`src/hdl/sot_pkg.sv`:
```
package sot_pkg;

   // Field and datapath widths
   localparam int FIELD_W    = 32;
   localparam int DIFF_W     = FIELD_W + 1;
   localparam int SQ_W       = 2 * DIFF_W;
   localparam int SUM_W      = SQ_W + 1;
   localparam int LEN_W      = 62;
   localparam int FRAC_SHIFT = 30;
   localparam int NUM_W      = LEN_W + FRAC_SHIFT;
   localparam int ACC_W      = 96;
   localparam int ROOT_W     = 16;
   localparam int Q_W        = ROOT_W + 1;
   localparam int NORM_W     = 16;
   localparam int KIND_W     = 3;
   localparam int N_CHECK    = 4;
   localparam int IDX_W      = 2;

   // Queue between front and back
   localparam int FIFO_DEPTH = 4;
   localparam int PTR_W      = $clog2(FIFO_DEPTH);
   localparam int CNT_W      = PTR_W + 1;

   // Unit length in Q2.14
   localparam logic [NORM_W-1:0] ONE_Q14 = NORM_W'(16384);

   // Pair kinds on the request channel
   localparam logic [KIND_W-1:0] KIND_BB = 3'd0;
   localparam logic [KIND_W-1:0] KIND_BC = 3'd1;
   localparam logic [KIND_W-1:0] KIND_CB = 3'd2;
   localparam logic [KIND_W-1:0] KIND_CC = 3'd3;

   // Internal operation codes
   localparam logic [1:0] OP_NONE = 2'd0;
   localparam logic [1:0] OP_BB   = 2'd1;
   localparam logic [1:0] OP_BC   = 2'd2;
   localparam logic [1:0] OP_CC   = 2'd3;

   typedef logic [FIELD_W-1:0] coord_type;

   // Classified pair: for box/circle, a is the box and b the circle
   typedef struct packed {
      logic [1:0]          op;
      logic                flip;
      coord_type [3:0]     a;
      coord_type [3:0]     b;
   } item_type;

   // Result info riding along the root pipeline
   typedef struct packed {
      logic              hit;
      logic              wrote;
      logic              axis;
      logic [IDX_W-1:0]  idx;
      logic              flip;
      logic              negx;
      logic              negy;
      logic              lzero;
   } side_type;

   // Axis normal of extreme point idx: left, bottom, right, top
   function automatic logic [NORM_W-1:0] axis_x(input logic [IDX_W-1:0] idx);
      logic [NORM_W-1:0] v;
      unique case (idx)
         2'd0:    v = -ONE_Q14;
         2'd2:    v = ONE_Q14;
         default: v = '0;
      endcase
      return v;
   endfunction

   function automatic logic [NORM_W-1:0] axis_y(input logic [IDX_W-1:0] idx);
      logic [NORM_W-1:0] v;
      unique case (idx)
         2'd1:    v = -ONE_Q14;
         2'd3:    v = ONE_Q14;
         default: v = '0;
      endcase
      return v;
   endfunction

endpackage

```
`src/hdl/sot_front.sv`:
```
module sot_front #(
   parameter int COORD_WIDTH = 32
) (
   input  logic                          req_valid,
   output logic                          req_ready,
   input  logic [sot_pkg::KIND_W-1:0]    req_kind,
   input  logic signed [sot_pkg::FIELD_W-1:0] req_first_coord_x,
   input  logic signed [sot_pkg::FIELD_W-1:0] req_first_coord_y,
   input  logic signed [sot_pkg::FIELD_W-1:0] req_first_extent_x,
   input  logic signed [sot_pkg::FIELD_W-1:0] req_first_extent_y,
   input  logic signed [sot_pkg::FIELD_W-1:0] req_second_coord_x,
   input  logic signed [sot_pkg::FIELD_W-1:0] req_second_coord_y,
   input  logic signed [sot_pkg::FIELD_W-1:0] req_second_extent_x,
   input  logic signed [sot_pkg::FIELD_W-1:0] req_second_extent_y,
   input  logic                          full,
   output logic                          push,
   output sot_pkg::item_type             item
);

   localparam int EFF_W = (COORD_WIDTH < sot_pkg::FIELD_W) ? COORD_WIDTH : sot_pkg::FIELD_W;
   localparam int SH    = sot_pkg::FIELD_W - EFF_W;

   // Sign-extend from the coordinate width
   function automatic sot_pkg::coord_type sx(input logic [sot_pkg::FIELD_W-1:0] v);
      logic [sot_pkg::FIELD_W-1:0] t;
      t = v << SH;
      return $unsigned($signed(t) >>> SH);
   endfunction

   sot_pkg::coord_type [3:0] first_w;
   sot_pkg::coord_type [3:0] second_w;

   assign first_w[0]  = sx(req_first_coord_x);
   assign first_w[1]  = sx(req_first_coord_y);
   assign first_w[2]  = sx(req_first_extent_x);
   assign first_w[3]  = sx(req_first_extent_y);
   assign second_w[0] = sx(req_second_coord_x);
   assign second_w[1] = sx(req_second_coord_y);
   assign second_w[2] = sx(req_second_extent_x);
   assign second_w[3] = sx(req_second_extent_y);

   assign req_ready = !full;
   assign push      = req_valid && !full;

   // Classify the pair; box always goes in a for mixed pairs
   always_comb begin
      item.op   = sot_pkg::OP_NONE;
      item.flip = 1'b0;
      item.a    = first_w;
      item.b    = second_w;
      unique case (req_kind)
         sot_pkg::KIND_BB: item.op = sot_pkg::OP_BB;
         sot_pkg::KIND_BC: item.op = sot_pkg::OP_BC;
         sot_pkg::KIND_CB: begin
            item.op   = sot_pkg::OP_BC;
            item.flip = 1'b1;
            item.a    = second_w;
            item.b    = first_w;
         end
         sot_pkg::KIND_CC: item.op = sot_pkg::OP_CC;
         default:          item.op = sot_pkg::OP_NONE;
      endcase
   end

endmodule

```
`config.mk`:
```
export PLATFORM = sky130hd
export DESIGN_NAME = sot_front
export DESIGN_NICKNAME = d
export VERILOG_FILES = /design/src/hdl/sot_pkg.sv /design/src/hdl/sot_front.sv
export SDC_FILE = /design/constraint.sdc
export NUM_CORES = 1
export LEC_CHECK = 0
export BUFFER_PORTS_ARGS = -buffer_cell sky130_fd_sc_hd__buf_2
export CORE_AREA = 2 2 201 203
export DETAILED_ROUTE_END_ITERATION = 6
export DIE_AREA = 0 0 203 205
export PLACE_DENSITY = 0.31
export SYNTH_ARGS = -nofsm -noshare
export SYNTH_HDL_FRONTEND = slang
export SYNTH_SLANG_ARGS = --single-unit
```
`constraint.sdc`:
```
create_clock -name vclk -period 4.6
set_input_delay 0.92 -clock vclk [all_inputs]
set_output_delay 0.92 -clock vclk [all_outputs]
set_load 0.01 [all_outputs]
```
==> flow_metrics.py <==
metrics = {
    "floorplanning": {
        "dieArea_sq_mm": 0.0416,
        "die_h_um": 205,
        "rows": 73,
        "ios": 522,
        "start_util_pct": 8.14,
        "core_region_area_sq_mm": 0.0394,
        "die_w_um": 203,
    },
    "global_routing": {
        "grt_usage_pct": 7.17,
        "antenna_found_initial": 1,
        "grt_max_degree": 130,
        "grt_pass1_vias": 4120,
        "globalRoute.totalOverflow": 0,
        "grt_pass1_wl_um": 23600,
    },
    "setup_path": {
        "critPathKind": "in -> out",
        "critPathArrivalTime_ns": 2.58,
        "cp-start-kind": "input port",
        "critPathMaxFanout": 128,
        "critPathRequiredTime_ns": 3.68,
        "worstSetupEndpointType": "primary output",
    },
    "power_and_ir_drop": {
        "power_density_mw_per_mm2": 99.1,
        "ir_drop_v": 0.0000655,
        "power.total_mw": 0.619,
        "p_leak_nw": 3.03,
    },
    "sta": {
        "final-hold-violation-count": 0,
        "fin_crit_sh_pct": 76.2,
        "setup_violations": 0,
        "whs_ns": 2.10,
        "clock.fmax_mhz": 285,
        "drv_slew": 0,
        "period_needed_ns": 3.50,
        "rsz0062_at_grt": "false",
        "worst_pin_slew_ns": 0.753,
        "fin_ws_ns": 1.10,
        "tns_ns": 0,
        "slew_headroom_pct": 49.8,
    },
    "clocking": {
        "ctsResizeCount": 0,
        "hold_buffers": 0,
        "cts_setup_buffers": 0,
    },
    "logic_synthesis": {
        "ys_seq_area_share_pct": 0,
        "synth_fa_ha_area_share_pct": 0,
        "synth_top_family_by_area": "multiplexers",
        "muxShareOfSynthArea_pct": 89.9,
        "ys_warn_count": 0,
        "synth.avg_cell_area_sq_um": 11.0,
        "synth_fp_nets": 552,
        "synthesis.area_sq_mm": 0.00321,
        "synth_compound_area_share_pct": 0,
        "synth_xor_xnor_area_share_pct": 0.273,
        "yosys.area_share.simple_pct": 0.937,
        "synth.distinct_cells": 9,
        "syn_inst": 291,
    },
    "drt": {
        "drc": 0,
        "drt_iter0_markers": 182,
        "vias": 4372,
        "dr.pass1.iters": 4,
        "drt-wirelength-per-cell_um": 13.5,
        "routed_wl_um": 17700,
        "drtAntennaViolNets": 0,
        "vias_per_cell": 3.33,
    },
    "place": {
        "dp_hpwl_um": 15800,
        "portBuffers": 522,
        "gp_congestion": 0.788,
        "dp_slack_ns": 1.13,
    },
    "cells_and_area": {
        "n_antenna_cell": 0,
        "fin_nets": 1050,
        "n_clock_buffer": 0,
        "utilization_pct": 15.9,
        "seq_cells": 0,
        "area_growth_pct": 94.7,
        "layout-drive-gt1-share_pct": 99.2,
        "seq_area_sq_um": 0,
    },
    "run": {
        "maxCapViolCount": 0,
    },
    "min_path": {
        "hp-class": "in -> out",
    },
    "run_status": {
        "outcome": "completed",
    },
}
cell usage in the layout (no fill, tap or decap):
master,n
buf_2,522
nor2_1,3
xor2_1,1
mux2_2,256
inv_1,1
nor3b_4,1
buf_12,2
nor2b_1,1
path summary, 6_finish.rpt:
path / startpoint / end / slack, ns / cells after the start
setup / recovery: req_kind[2] / item[197] / 1.10 / 5
hold / removal: full / req_ready / 2.10 / 3
cell type report:
class / count / area [sq um]
Tap cell: 525 / 657
Multi-Input combinational cell: 262 / 2930
Timing Repair Buffer: 524 / 2650
Fill cell: 4516 / 33100
Inverter: 1 / 3.75
metal layers:
layer  up-vias  part of all wire [%]  track usage (%)
met4         2                  0.58            0.365
met1      2005                    37             8.24
li1       2116                     -                -
met5         -                 0.074                0
met3         8                   8.0             1.03
met2       241                    55             14.4
critical path, cell delays in order:
cell     delay, ns
buf_2         0.12
nor3b_4       0.30
buf_12        0.45
mux2_2        0.44
buf_2         0.15
synthesized netlist by cell type:
library cell  count  area, sq um
mux2_2          256         2880
buf_6            20          225
buf_4             6         45.0
nor2_1            3         11.3
buf_2             2         10.0
inv_1             1         3.75
nor2b_1           1         6.26
nor3b_2           1         12.5
xor2_1            1         8.76
logic make-up after synthesis:
group / count (synthesis)
buffers and inverters: 29
and+or+nand+nor: 5
xor gates and xnor gates: 1
muxes: 256
through the flow:
step / instances / cell area, sq um
floorplan: 291 / 3210
global placement: 1312 / 6240
detailed placement: 1312 / 6240
CTS: 1312 / 6240
global route: 1312 / 6240
finish: 1312 / 6240
power by group:
part / internal, mW / switching [mW]
sequential: 0 / 0
clock: 0 / 0
combinational: 0.329 / 0.289
No activity file was read; power rests on OpenSTA's default activity.
