===== src/hdl/sot_pkg.sv =====
package sot_pkg;

   // Field and datapath widths
   localparam int FIELD_W    = 32;
   localparam int DIFF_W     = FIELD_W + 1;
   localparam int SQ_W       = 2 * DIFF_W;
   localparam int SUM_W      = SQ_W + 1;
   localparam int LEN_W      = 62;
   localparam int FRAC_SHIFT = 30;
   localparam int NUM_W      = LEN_W + FRAC_SHIFT;
   localparam int ACC_W      = 96;
   localparam int ROOT_W     = 16;
   localparam int Q_W        = ROOT_W + 1;
   localparam int NORM_W     = 16;
   localparam int KIND_W     = 3;
   localparam int N_CHECK    = 4;
   localparam int IDX_W      = 2;

   // Queue between front and back
   localparam int FIFO_DEPTH = 4;
   localparam int PTR_W      = $clog2(FIFO_DEPTH);
   localparam int CNT_W      = PTR_W + 1;

   // Unit length in Q2.14
   localparam logic [NORM_W-1:0] ONE_Q14 = NORM_W'(16384);

   // Pair kinds on the request channel
   localparam logic [KIND_W-1:0] KIND_BB = 3'd0;
   localparam logic [KIND_W-1:0] KIND_BC = 3'd1;
   localparam logic [KIND_W-1:0] KIND_CB = 3'd2;
   localparam logic [KIND_W-1:0] KIND_CC = 3'd3;

   // Internal operation codes
   localparam logic [1:0] OP_NONE = 2'd0;
   localparam logic [1:0] OP_BB   = 2'd1;
   localparam logic [1:0] OP_BC   = 2'd2;
   localparam logic [1:0] OP_CC   = 2'd3;

   typedef logic [FIELD_W-1:0] coord_type;

   // Classified pair: for box/circle, a is the box and b the circle
   typedef struct packed {
      logic [1:0]          op;
      logic                flip;
      coord_type [3:0]     a;
      coord_type [3:0]     b;
   } item_type;

   // Result info riding along the root pipeline
   typedef struct packed {
      logic              hit;
      logic              wrote;
      logic              axis;
      logic [IDX_W-1:0]  idx;
      logic              flip;
      logic              negx;
      logic              negy;
      logic              lzero;
   } side_type;

   // Axis normal of extreme point idx: left, bottom, right, top
   function automatic logic [NORM_W-1:0] axis_x(input logic [IDX_W-1:0] idx);
      logic [NORM_W-1:0] v;
      unique case (idx)
         2'd0:    v = -ONE_Q14;
         2'd2:    v = ONE_Q14;
         default: v = '0;
      endcase
      return v;
   endfunction

   function automatic logic [NORM_W-1:0] axis_y(input logic [IDX_W-1:0] idx);
      logic [NORM_W-1:0] v;
      unique case (idx)
         2'd1:    v = -ONE_Q14;
         2'd3:    v = ONE_Q14;
         default: v = '0;
      endcase
      return v;
   endfunction

endpackage


===== src/hdl/sot_fifo.sv =====
module sot_fifo (
   input  logic              clock,
   input  logic              reset,
   input  logic              push,
   input  sot_pkg::item_type push_item,
   input  logic              pop,
   output sot_pkg::item_type head,
   output logic              head_valid,
   output logic              full
);

   sot_pkg::item_type               mem_ff [sot_pkg::FIFO_DEPTH];
   logic [sot_pkg::PTR_W-1:0]       wr_ptr_ff, rd_ptr_ff;
   logic [sot_pkg::CNT_W-1:0]       count_ff;
   logic                            do_pop;

   assign head_valid = (count_ff != '0);
   assign full       = (count_ff == sot_pkg::CNT_W'(sot_pkg::FIFO_DEPTH));
   assign head       = mem_ff[rd_ptr_ff];
   assign do_pop     = pop && head_valid;

   // Storage
   always_ff @(posedge clock) begin
      if (push) begin
         mem_ff[wr_ptr_ff] <= push_item;
      end
   end

   // Pointers and fill level
   always_ff @(posedge clock) begin
      if (reset) begin
         wr_ptr_ff <= '0;
         rd_ptr_ff <= '0;
         count_ff  <= '0;
      end else begin
         if (push) begin
            wr_ptr_ff <= wr_ptr_ff + 1'b1;
         end
         if (do_pop) begin
            rd_ptr_ff <= rd_ptr_ff + 1'b1;
         end
         if (push && !do_pop) begin
            count_ff <= count_ff + 1'b1;
         end else if (do_pop && !push) begin
            count_ff <= count_ff - 1'b1;
         end
      end
   end

endmodule


===== config.mk =====
export PLATFORM = sky130hd
export DESIGN_NAME = sot_fifo
export DESIGN_NICKNAME = d
export VERILOG_FILES = /design/src/hdl/sot_pkg.sv /design/src/hdl/sot_fifo.sv
export SDC_FILE = /design/constraint.sdc
export NUM_CORES = 1
export LEC_CHECK = 0
export BUFFER_PORTS_ARGS = -buffer_cell sky130_fd_sc_hd__buf_2
export CAP_MARGIN = 20
export CORE_ASPECT_RATIO = 0.5
export CORE_MARGIN = 2
export CORE_UTILIZATION = 31
export CTS_CLUSTER_SIZE = 20
export DETAILED_ROUTE_END_ITERATION = 16
export PLACE_DENSITY = 0.51
export SYNTH_ARGS = -nofsm -noshare
export SYNTH_HDL_FRONTEND = slang
export SYNTH_SLANG_ARGS = --single-unit

===== constraint.sdc =====
create_clock -name clock -period 21.8 [get_ports clock]
set_input_delay 1.09 -clock clock [delete_from_list [all_inputs] [get_ports clock]]
set_output_delay 1.09 -clock clock [all_outputs]
set_load 0.03 [all_outputs]

==> flow_summary.toml, run 1 <==
[run_status]
status = "finished clean"

[global_route]
top_usage_layer = "met2"
grt_usage = 0.139
grt.met3_usage = 0.0295
grt.overflow.total = 0
grt_use_met1 = 0.158
antenna_found_initial = 34
grt_max_degree = 116
first_global_vias = 17657
grt_pass1_wl_um = 126000
met2_usage = 0.259

[floorplanning]
die_w_um = 498
start_util = 0.313
design.die.area_mm2 = 0.125
num_rows = 90
dieHeight_um = 251
core_area_mm2 = 0.121
ios = 524

[final_layout]
nFillCells = 10970
multiInputGateArea_mm2 = 0.00609
seqCellArea_mm2 = 0.0313
synthToLayoutAreaGrowth_pct = 20.0
drive_gt1_frac = 0.461
final_nets = 2249
final_area_mm2 = 0.0454

[detailed_routing]
wl_per_cell_um = 24.1
drt_iter0_drc = 947
dr.pass1.iters = 5
routed_wl_um = 88300
via_per_inst = 4.62
drc = 0
postRouteAntennaNets = 0
num_vias = 16970

[cts]
insertion_delay_ns = 0.69
cts_buffers = 96
cts_tree = "done"
cts_hold_buffers = 0
cts_root_buffer = "clkbuf_16"
cts_sinks = 1045
cts_max_path_buffers = 3
clk_pin_slew_worst_paths_ns = 0.07
cts_resized = 0
postCtsSetupBuffers = 0
h-tree-depth = 3

[logic_synthesis]
ys_top_cells_by_count = "edfxtp_1, mux4_2, buf_2"
yosys_warnings = 0
synth_nets = 1666
yosysTopAreaCell = "edfxtp_1"
avgSynthCellArea_um2 = 27.1
synth-seq-cells = 1045
synth_area_leaders = "edfxtp_1, mux4_2, buf_6"
netlist-cell-type-count = 20
synth.most_common_cell = "edfxtp_1"
synth_ff_type = "edfxtp_1"
synth_area_mm2 = 0.0378
synth_edf_count = 1036
netlist.area_leader.share = 0.823
async_reset_ff_frac = 0
yosysSeqAreaShare = 0.827
synth_cells = 1397

[run]
maxCapViolCount = 0

[critical_path]
cp.arrival_ns = 4.88
critPathMaxFanout = 40
crit_path_top_delay_cell = "dfxtp_4"
cp-end-kind = "output pin"
path_class = "reg2out"
cpMostUsedCell = "buf_4"
slowest_delay_ns = 0.82
path_cells = "buf_4 -> buf_4 -> buf_4 -> mux4_2 -> buf_2"
worstPathRequired_ns = 20.71
critPathLaunchType = "flip-flop"

[placed_design]
port_buffers = 523
place.gp.congestion = 0.752
hpwlAfterDp_um = 54900
placed_cell_area_mm2 = 0.0422

[power_and_ir_drop]
power_leakage_nw = 14.8
powerDensity_mw_per_mm2 = 119
vdd_drop_max_mv = 0.0608
finalPower_mw = 5.42

[sta]
fmax_mhz = 168
tightest_slew_ns = 1.01
maxSlewViolCount = 0
finalSetupTns_ns = 0
rsz0062_at_grt = "false"
finalHoldViolCount = 0
period_needed_ns = 5.97
skew_ns = 0.0248
slew-limit-headroom = 0.328
final-setup-viol-count = 0
period_share = 0.274

[min_path]
hold_path.class = "reg2reg"
through the flow:
stage / cells / util / hold WS (ns) / setup WS, ns
2_1_floorplan: 1397 / - / 0.484 / 14.21
3_3_place_gp: 3492 / 0.350 / 0.502 / 16.31
3_5_place_dp: 3492 / 0.350 / 0.517 / 16.31
4_1_cts: 3666 / 0.375 / 0.533 / 15.53
5_1_grt: 3670 / 0.375 / 0.557 / 15.27
6_report: 3672 / 0.376 / 0.534 / 15.83
sequential cells by signal (all words and copies together), names as in the netlist, named ones only:
signal	count
count_ff	3
mem_ff	1036
rd_ptr_ff	2
wr_ptr_ff	2
where the power goes:
part	switching [mW]	total, mW	internal (mW)	leakage [nW]
registers	0.0487	2.36	2.31	9.59
logic	0.868	1.36	0.496	3.68
clock network	0.754	1.69	0.935	1.52
total	1.67	5.42	3.74	14.8
worst paths after layout:
kind | cells past startpoint | slack, ns | end | from
hold reg to reg | 2 | 0.53 | flip-flop | rd_ptr_ff[0]$_SDFFE_PP0P_
setup reg to reg | 5 | 18.37 | mem_ff[2][55]$_DFFE_PP_ | wr_ptr_ff[0]$_SDFFE_PP0P_
setup / recovery | 5 | 15.83 | head[67] | flip-flop
hold / removal | 2 | 0.53 | flip-flop | rd_ptr_ff[0]$_SDFFE_PP0P_
placed cells by master (no fill, tap or decap), types with 3 or more instances in the layout:
cell	n
clkinv_4	3
buf_4	16
xor2_1	4
buf_2	523
ha_1	5
edfxtp_1	1036
inv_1	3
clkbuf_16	98
dfxtp_1	7
bufinv_16	9
diode_2	6
clkinv_1	21
clkinvlp_4	3
clkinv_2	17
inv_6	5
and2_4	4
clkbuf_1	15
buf_12	5
mux4_2	259
nor2_1	7
critical path, delay by kind of cell (launching register included):
kind,cells,cell delay (ns)
buf+inv,4,2.49
flops,1,0.82
mux,1,0.63
cell type report:
cell class | count | share of cell area
antenna | 6 | 0.000331
clock buffer | 113 | 0.0553
clock inverter | 61 | 0.0133
inverter | 3 | 0.000248
multi-input combinational | 290 | 0.134
sequential | 1045 | 0.690
tap | 1610 | 0.0444
timing repair buffer | 544 | 0.0625
kinds of logic (layout without fill, tap and decap cells):
group / after synthesis / after routing / synth area share
flip-flops: 1045 / 1045 / 0.827
multiplexers: 261 / 261 / 0.155
buffers and inverters: 62 / 721 / 0.0120
AND/OR/NAND/NOR: 14 / 14 / 0.00189
adder cells (fa/ha/maj): 6 / 6 / 0.00218
XOR/XNOR: 5 / 5 / 0.00116
AO/OA/AOI/OAI: 4 / 4 / 0.000695
other: 0 / 6 / 0
layer usage:
| metal | vias to the layer above | routed length [um] |
|---|---|---|
| li1 | 7273 | - |
| met5 | - | 48 |
| met1 | 9128 | 32700 |
| met3 | 185 | 3300 |
| met4 | 8 | 2770 |
| met2 | 376 | 49500 |
Power figures use the tool's default switching activity.
==> run 2, diff against run 1 <==
PLACE_DENSITY = 0.53   (was 0.51)
clock period = 4.8 ns   (was 21.8 ns; I/O delays follow)
==> flow_summary.toml, run 2 (synthesis results as in run 1) <==
[floorplanning]
core_area_mm2 = 0.121
start_util = 0.313
die_w_um = 498
ios = 524
design.die.area_mm2 = 0.125
dieHeight_um = 251
num_rows = 90

[cts]
insertion_delay_ns = 0.67
cts_max_path_buffers = 3
cts_hold_buffers = 263
h-tree-depth = 3
clk_pin_slew_worst_paths_ns = 0.07
cts_sinks = 1045
cts_resized = 0
cts_buffers = 94
cts_tree = "done"
postCtsSetupBuffers = 0
cts_root_buffer = "clkbuf_16"

[critical_path]
critPathMaxFanout = 50
r2r_cells = 3
cp.arrival_ns = 2.95
crit_path_top_delay_cell = "dfxtp_4"
worst_r2r_endpoint = "mem_ff[3][56]$_DFFE_PP_"
slowest_delay_ns = 0.92
critPathLaunchType = "flip-flop"
path_cells = "buf_12 -> mux4_2 -> buf_2"
worstPathRequired_ns = 4.56
path_class = "reg2out"
r2r_slack_ns = 2.46
cp-end-kind = "output pin"
rr_startpoint = "wr_ptr_ff[0]$_SDFFE_PP0P_"

[global_route]
met2_usage = 0.262
grt_usage = 0.139
grt_pass1_wl_um = 128000
antenna_found_initial = 4
grt.met3_usage = 0.0243
grt_use_met1 = 0.159
top_usage_layer = "met2"
grt_max_degree = 96
grt.overflow.total = 0
first_global_vias = 18857

[detailed_routing]
drt_iter0_drc = 1027
routed_wl_um = 88100
num_vias = 17648
dr.pass1.iters = 4
postRouteAntennaNets = 0
drc = 0
wl_per_cell_um = 22.4
via_per_inst = 4.48

[final_layout]
final_cell_mix = "edfxtp_1, buf_2, dlygate4sd3_1"
largestRegisters = "mem_ff x1036, count_ff x3"
final_area_mm2 = 0.0481
top_register = "mem_ff"
layout_commonest_cell = "edfxtp_1"
largest_register_ffs = 1036
synthToLayoutAreaGrowth_pct = 27.3
drive_gt1_frac = 0.406
final_nets = 2516

[placed_design]
port_buffers = 523
placed_cell_area_mm2 = 0.0425
place.gp.congestion = 0.732
hpwlAfterDp_um = 54500

[sta]
finalHoldViolCount = 0
tightest_slew_ns = 0.895
rsz0062_at_grt = "false"
slew-limit-headroom = 0.404
period_share = 0.665
maxSlewViolCount = 0
period_needed_ns = 3.19
final-setup-viol-count = 0
finalSetupTns_ns = 0
fmax_mhz = 313
skew_ns = 0.0118

[min_path]
hold_path.class = "in2reg"
hold_start = "push_item[78]"
holdPathStages = 2
holdPathEnd = "mem_ff[0][78]$_DFFE_PP_"

[power_and_ir_drop]
power_leakage_nw = 15.9
vdd_drop_max_mv = 0.294
powerDensity_mw_per_mm2 = 512

[run_status]
status = "finished clean"

[run]
maxCapViolCount = 0
[run 2: cell count changes in the layout (fill, tap and decap cells not counted), sizes merged]
cell,previous run,this run
buf,544,550
clkbuf,113,115
diode,6,4
dlygate4sd3,0,263
clkinvlp,3,4
bufinv,9,7
[run 2: cell type report]
type                       instances  area (um^2)
fill                           10809        72700
sequential                      1045        31300
multi-input combinational        290         6090
timing repair buffer             813         5720
clock buffer                     115         2470
tap                             1610         2010
clock inverter                    60          520
inverter                           3         11.3
antenna                            4         10.0
[run 2: worst max-delay path: cells and delay by family (launching register included)]
kind / cells / cell delay, ns
flops: 1 / 0.92
buf+inv: 2 / 0.64
mux: 1 / 0.59
[run 2: stage by stage]
stage	utilization	hold slack (ns)	worst slack, ns	total power, mW	instances
after CTS	0.398	0.236	1.44	25.1	3936
after detailed placement	0.352	0.457	2.20	17.4	3498
after global placement	0.352	0.451	2.22	17.4	3498
final	0.398	0.311	1.61	24.6	3940
after global routing	0.398	0.269	1.33	25.6	3940
after floorplan	-	0.339	0.651	15.5	1397
[run 2: metal layers]
layer | share of wire | routed length, um
met4 | 0.029 | 2580
met1 | 0.38 | 33300
met2 | 0.57 | 49800
met3 | 0.028 | 2490
met5 | 0 | 0
[run 2: worst max path at each step]
stage	endpoint	slack, ns	from
2_1_floorplan	mem_ff[2][0]$_DFFE_PP_	0.65	wr_ptr_ff[0]$_SDFFE_PP0P_
3_3_place_gp	head[56]	2.22	flip-flop
3_5_place_dp	head[56]	2.20	flip-flop
4_1_cts	head[56]	1.44	flip-flop
5_1_grt	head[56]	1.33	flip-flop
6_report	head[126]	1.61	flip-flop
[run 2: power breakdown]
group	leakage, nW	internal (mW)	switching [mW]
registers	9.59	10.5	0.230
clock network	1.46	4.07	3.36
logic	4.86	2.46	4.01
total	15.9	17.0	7.59
==> run 3, diff against run 2 <==
clock period = 2.7 ns   (was 4.8 ns; I/O delays follow)
==> flow_summary.toml, run 3 (synthesis results as in run 1) <==
[final_layout]
top_register = "mem_ff"
largest_register_ffs = 1036
layout_commonest_cell = "edfxtp_1"
nFillCells = 10696
final_nets = 2554
synthToLayoutAreaGrowth_pct = 28.6
final_cell_mix = "edfxtp_1, buf_2, dlygate4sd3_1"
drive_gt1_frac = 0.421
largestRegisters = "mem_ff x1036, count_ff x3"

[sta]
tightest_slew_ns = 0.541
rsz0062_at_grt = "true"
slew-limit-headroom = 0.640
hold_slack_ns = 0.199
maxSlewViolCount = 0
period_needed_ns = 2.57
fmax_mhz = 390
final-setup-viol-count = 0
finalSetupTns_ns = 0
period_share = 0.951
finalHoldViolCount = 0
skew_ns = 0.0127

[power_and_ir_drop]
powerDensity_mw_per_mm2 = 908
vdd_drop_max_mv = 0.637
power_leakage_nw = 16.2

[detailed_routing]
drt_iter0_drc = 1027
dr.pass1.iters = 5
num_vias = 17966
wl_per_cell_um = 22.4
via_per_inst = 4.52
drc = 0
routed_wl_um = 88900
postRouteAntennaNets = 0

[critical_path]
critPathMaxFanout = 36
crit_family = "buffers and inverters"
critPathLaunchType = "flip-flop"
r2r_slack_ns = 0.58
path_cells = "buf_12 -> buf_16 -> mux4_2 -> buf_2"
slowest_delay_ns = 0.56
cp.arrival_ns = 2.43
r2r_cells = 7
path_class = "reg2out"
worstPathRequired_ns = 2.57
crit_path_top_delay_cell = "mux4_2"
crit_buf_inv = 3
cp.depth = 4
cp-end-kind = "output pin"

[floorplanning]
num_rows = 90
start_util = 0.313
core_area_mm2 = 0.121
die_w_um = 498
ios = 524
dieHeight_um = 251
design.die.area_mm2 = 0.125

[placed_design]
port_buffers = 523
place.gp.congestion = 0.738
hpwlAfterDp_um = 58200

[global_route]
grt_usage = 0.140
grt_pass1_wl_um = 129000
antenna_found_initial = 6
first_global_vias = 19199
grt_max_degree = 65
grt.overflow.total = 0

[cts]
cts_root_buffer = "clkbuf_16"
insertion_delay_ns = 0.69
cts_max_path_buffers = 3
h-tree-depth = 3
cts_tree = "done"
clk_pin_slew_worst_paths_ns = 0.06
cts_buffers = 94
cts_sinks = 1045

[run_status]
status = "finished clean"

[min_path]
holdPathStages = 2
hold_path.class = "in2reg"

[run]
maxCapViolCount = 0
run 3: changes by cell type in the layout (fill, tap and decap cells not counted), sizes merged:
cell and change:
buf +38, clkbuf -4, clkinvlp +3, diode -1, inv +1
run 3: worst paths after layout:
path                                   end                startpoint
setup / recovery                 head[132]                 flip-flop
hold / removal    mem_ff[3][115]$_DFFE_PP_            push_item[115]
setup reg to reg  count_ff[2]$_SDFFE_PP0P_  count_ff[0]$_SDFFE_PP0P_
hold reg to reg   count_ff[2]$_SDFFE_PP0P_  count_ff[2]$_SDFFE_PP0P_
run 3: per-layer routing:
| metal | vias to the layer above | track usage | part of all wire |
|---|---|---|---|
| met5 | - | 0 | 0 |
| li1 | 7887 | - | - |
| met1 | 9646 | 0.157 | 0.37 |
| met2 | 282 | 0.266 | 0.57 |
| met3 | 151 | 0.0249 | 0.028 |
| met4 | 0 | 0.0490 | 0.033 |
run 3: report_power, final:
group / switching, mW / total [mW] / internal (mW)
clock network: 6.00 / 13.3 / 7.26
logic: 7.37 / 12.0 / 4.63
registers: 0.223 / 18.9 / 18.7
run 3: layout make-up:
type / count / area (um^2) / share of cell area
Tap cell: 1610 / 2010 / 0.0414
Multi-Input combinational cell: 290 / 6090 / 0.125
Timing Repair Buffer: 851 / 6170 / 0.127
Clock inverter: 64 / 577 / 0.0119
Inverter: 3 / 11.3 / 0.000232
Clock buffer: 111 / 2460 / 0.0506
Sequential cell: 1045 / 31300 / 0.644
Antenna cell: 3 / 7.51 / 0.000154
run 3: worst register-to-register path, cell delays in order, from the launching register on:
cell     delay [ns]
dfxtp_1        0.37
o31ai_1        0.38
ha_1           0.27
inv_1          0.06
fa_1           0.37
xor2_1         0.18
or3_1          0.30
a21oi_1        0.13
run 3: metrics by stage:
step | cell area, um^2 | instances | setup WS, ns | total power [mW] | utilization
3_5_place_dp | 42900 | 3535 | 0.567 | 31.2 | 0.355
5_1_grt | 48600 | 3977 | -0.0388 | 45.9 | 0.402
3_3_place_gp | 42900 | 3535 | 0.552 | 31.2 | 0.355
6_report | 48600 | 3977 | 0.133 | 44.1 | 0.402
2_1_floorplan | 37800 | 1397 | -0.0607 | 27.5 | -
4_1_cts | 48600 | 3973 | 0.0185 | 44.9 | 0.402
run 3: timing repair:
action | 4_1_cts | 5_1_grt
setup endpoints to repair | 1 | 41
hold buffers | 263 | 0
gates resized for setup | 1 | 5
buffers inserted | 0 | 1
hold endpoints to repair | 1045 | 0
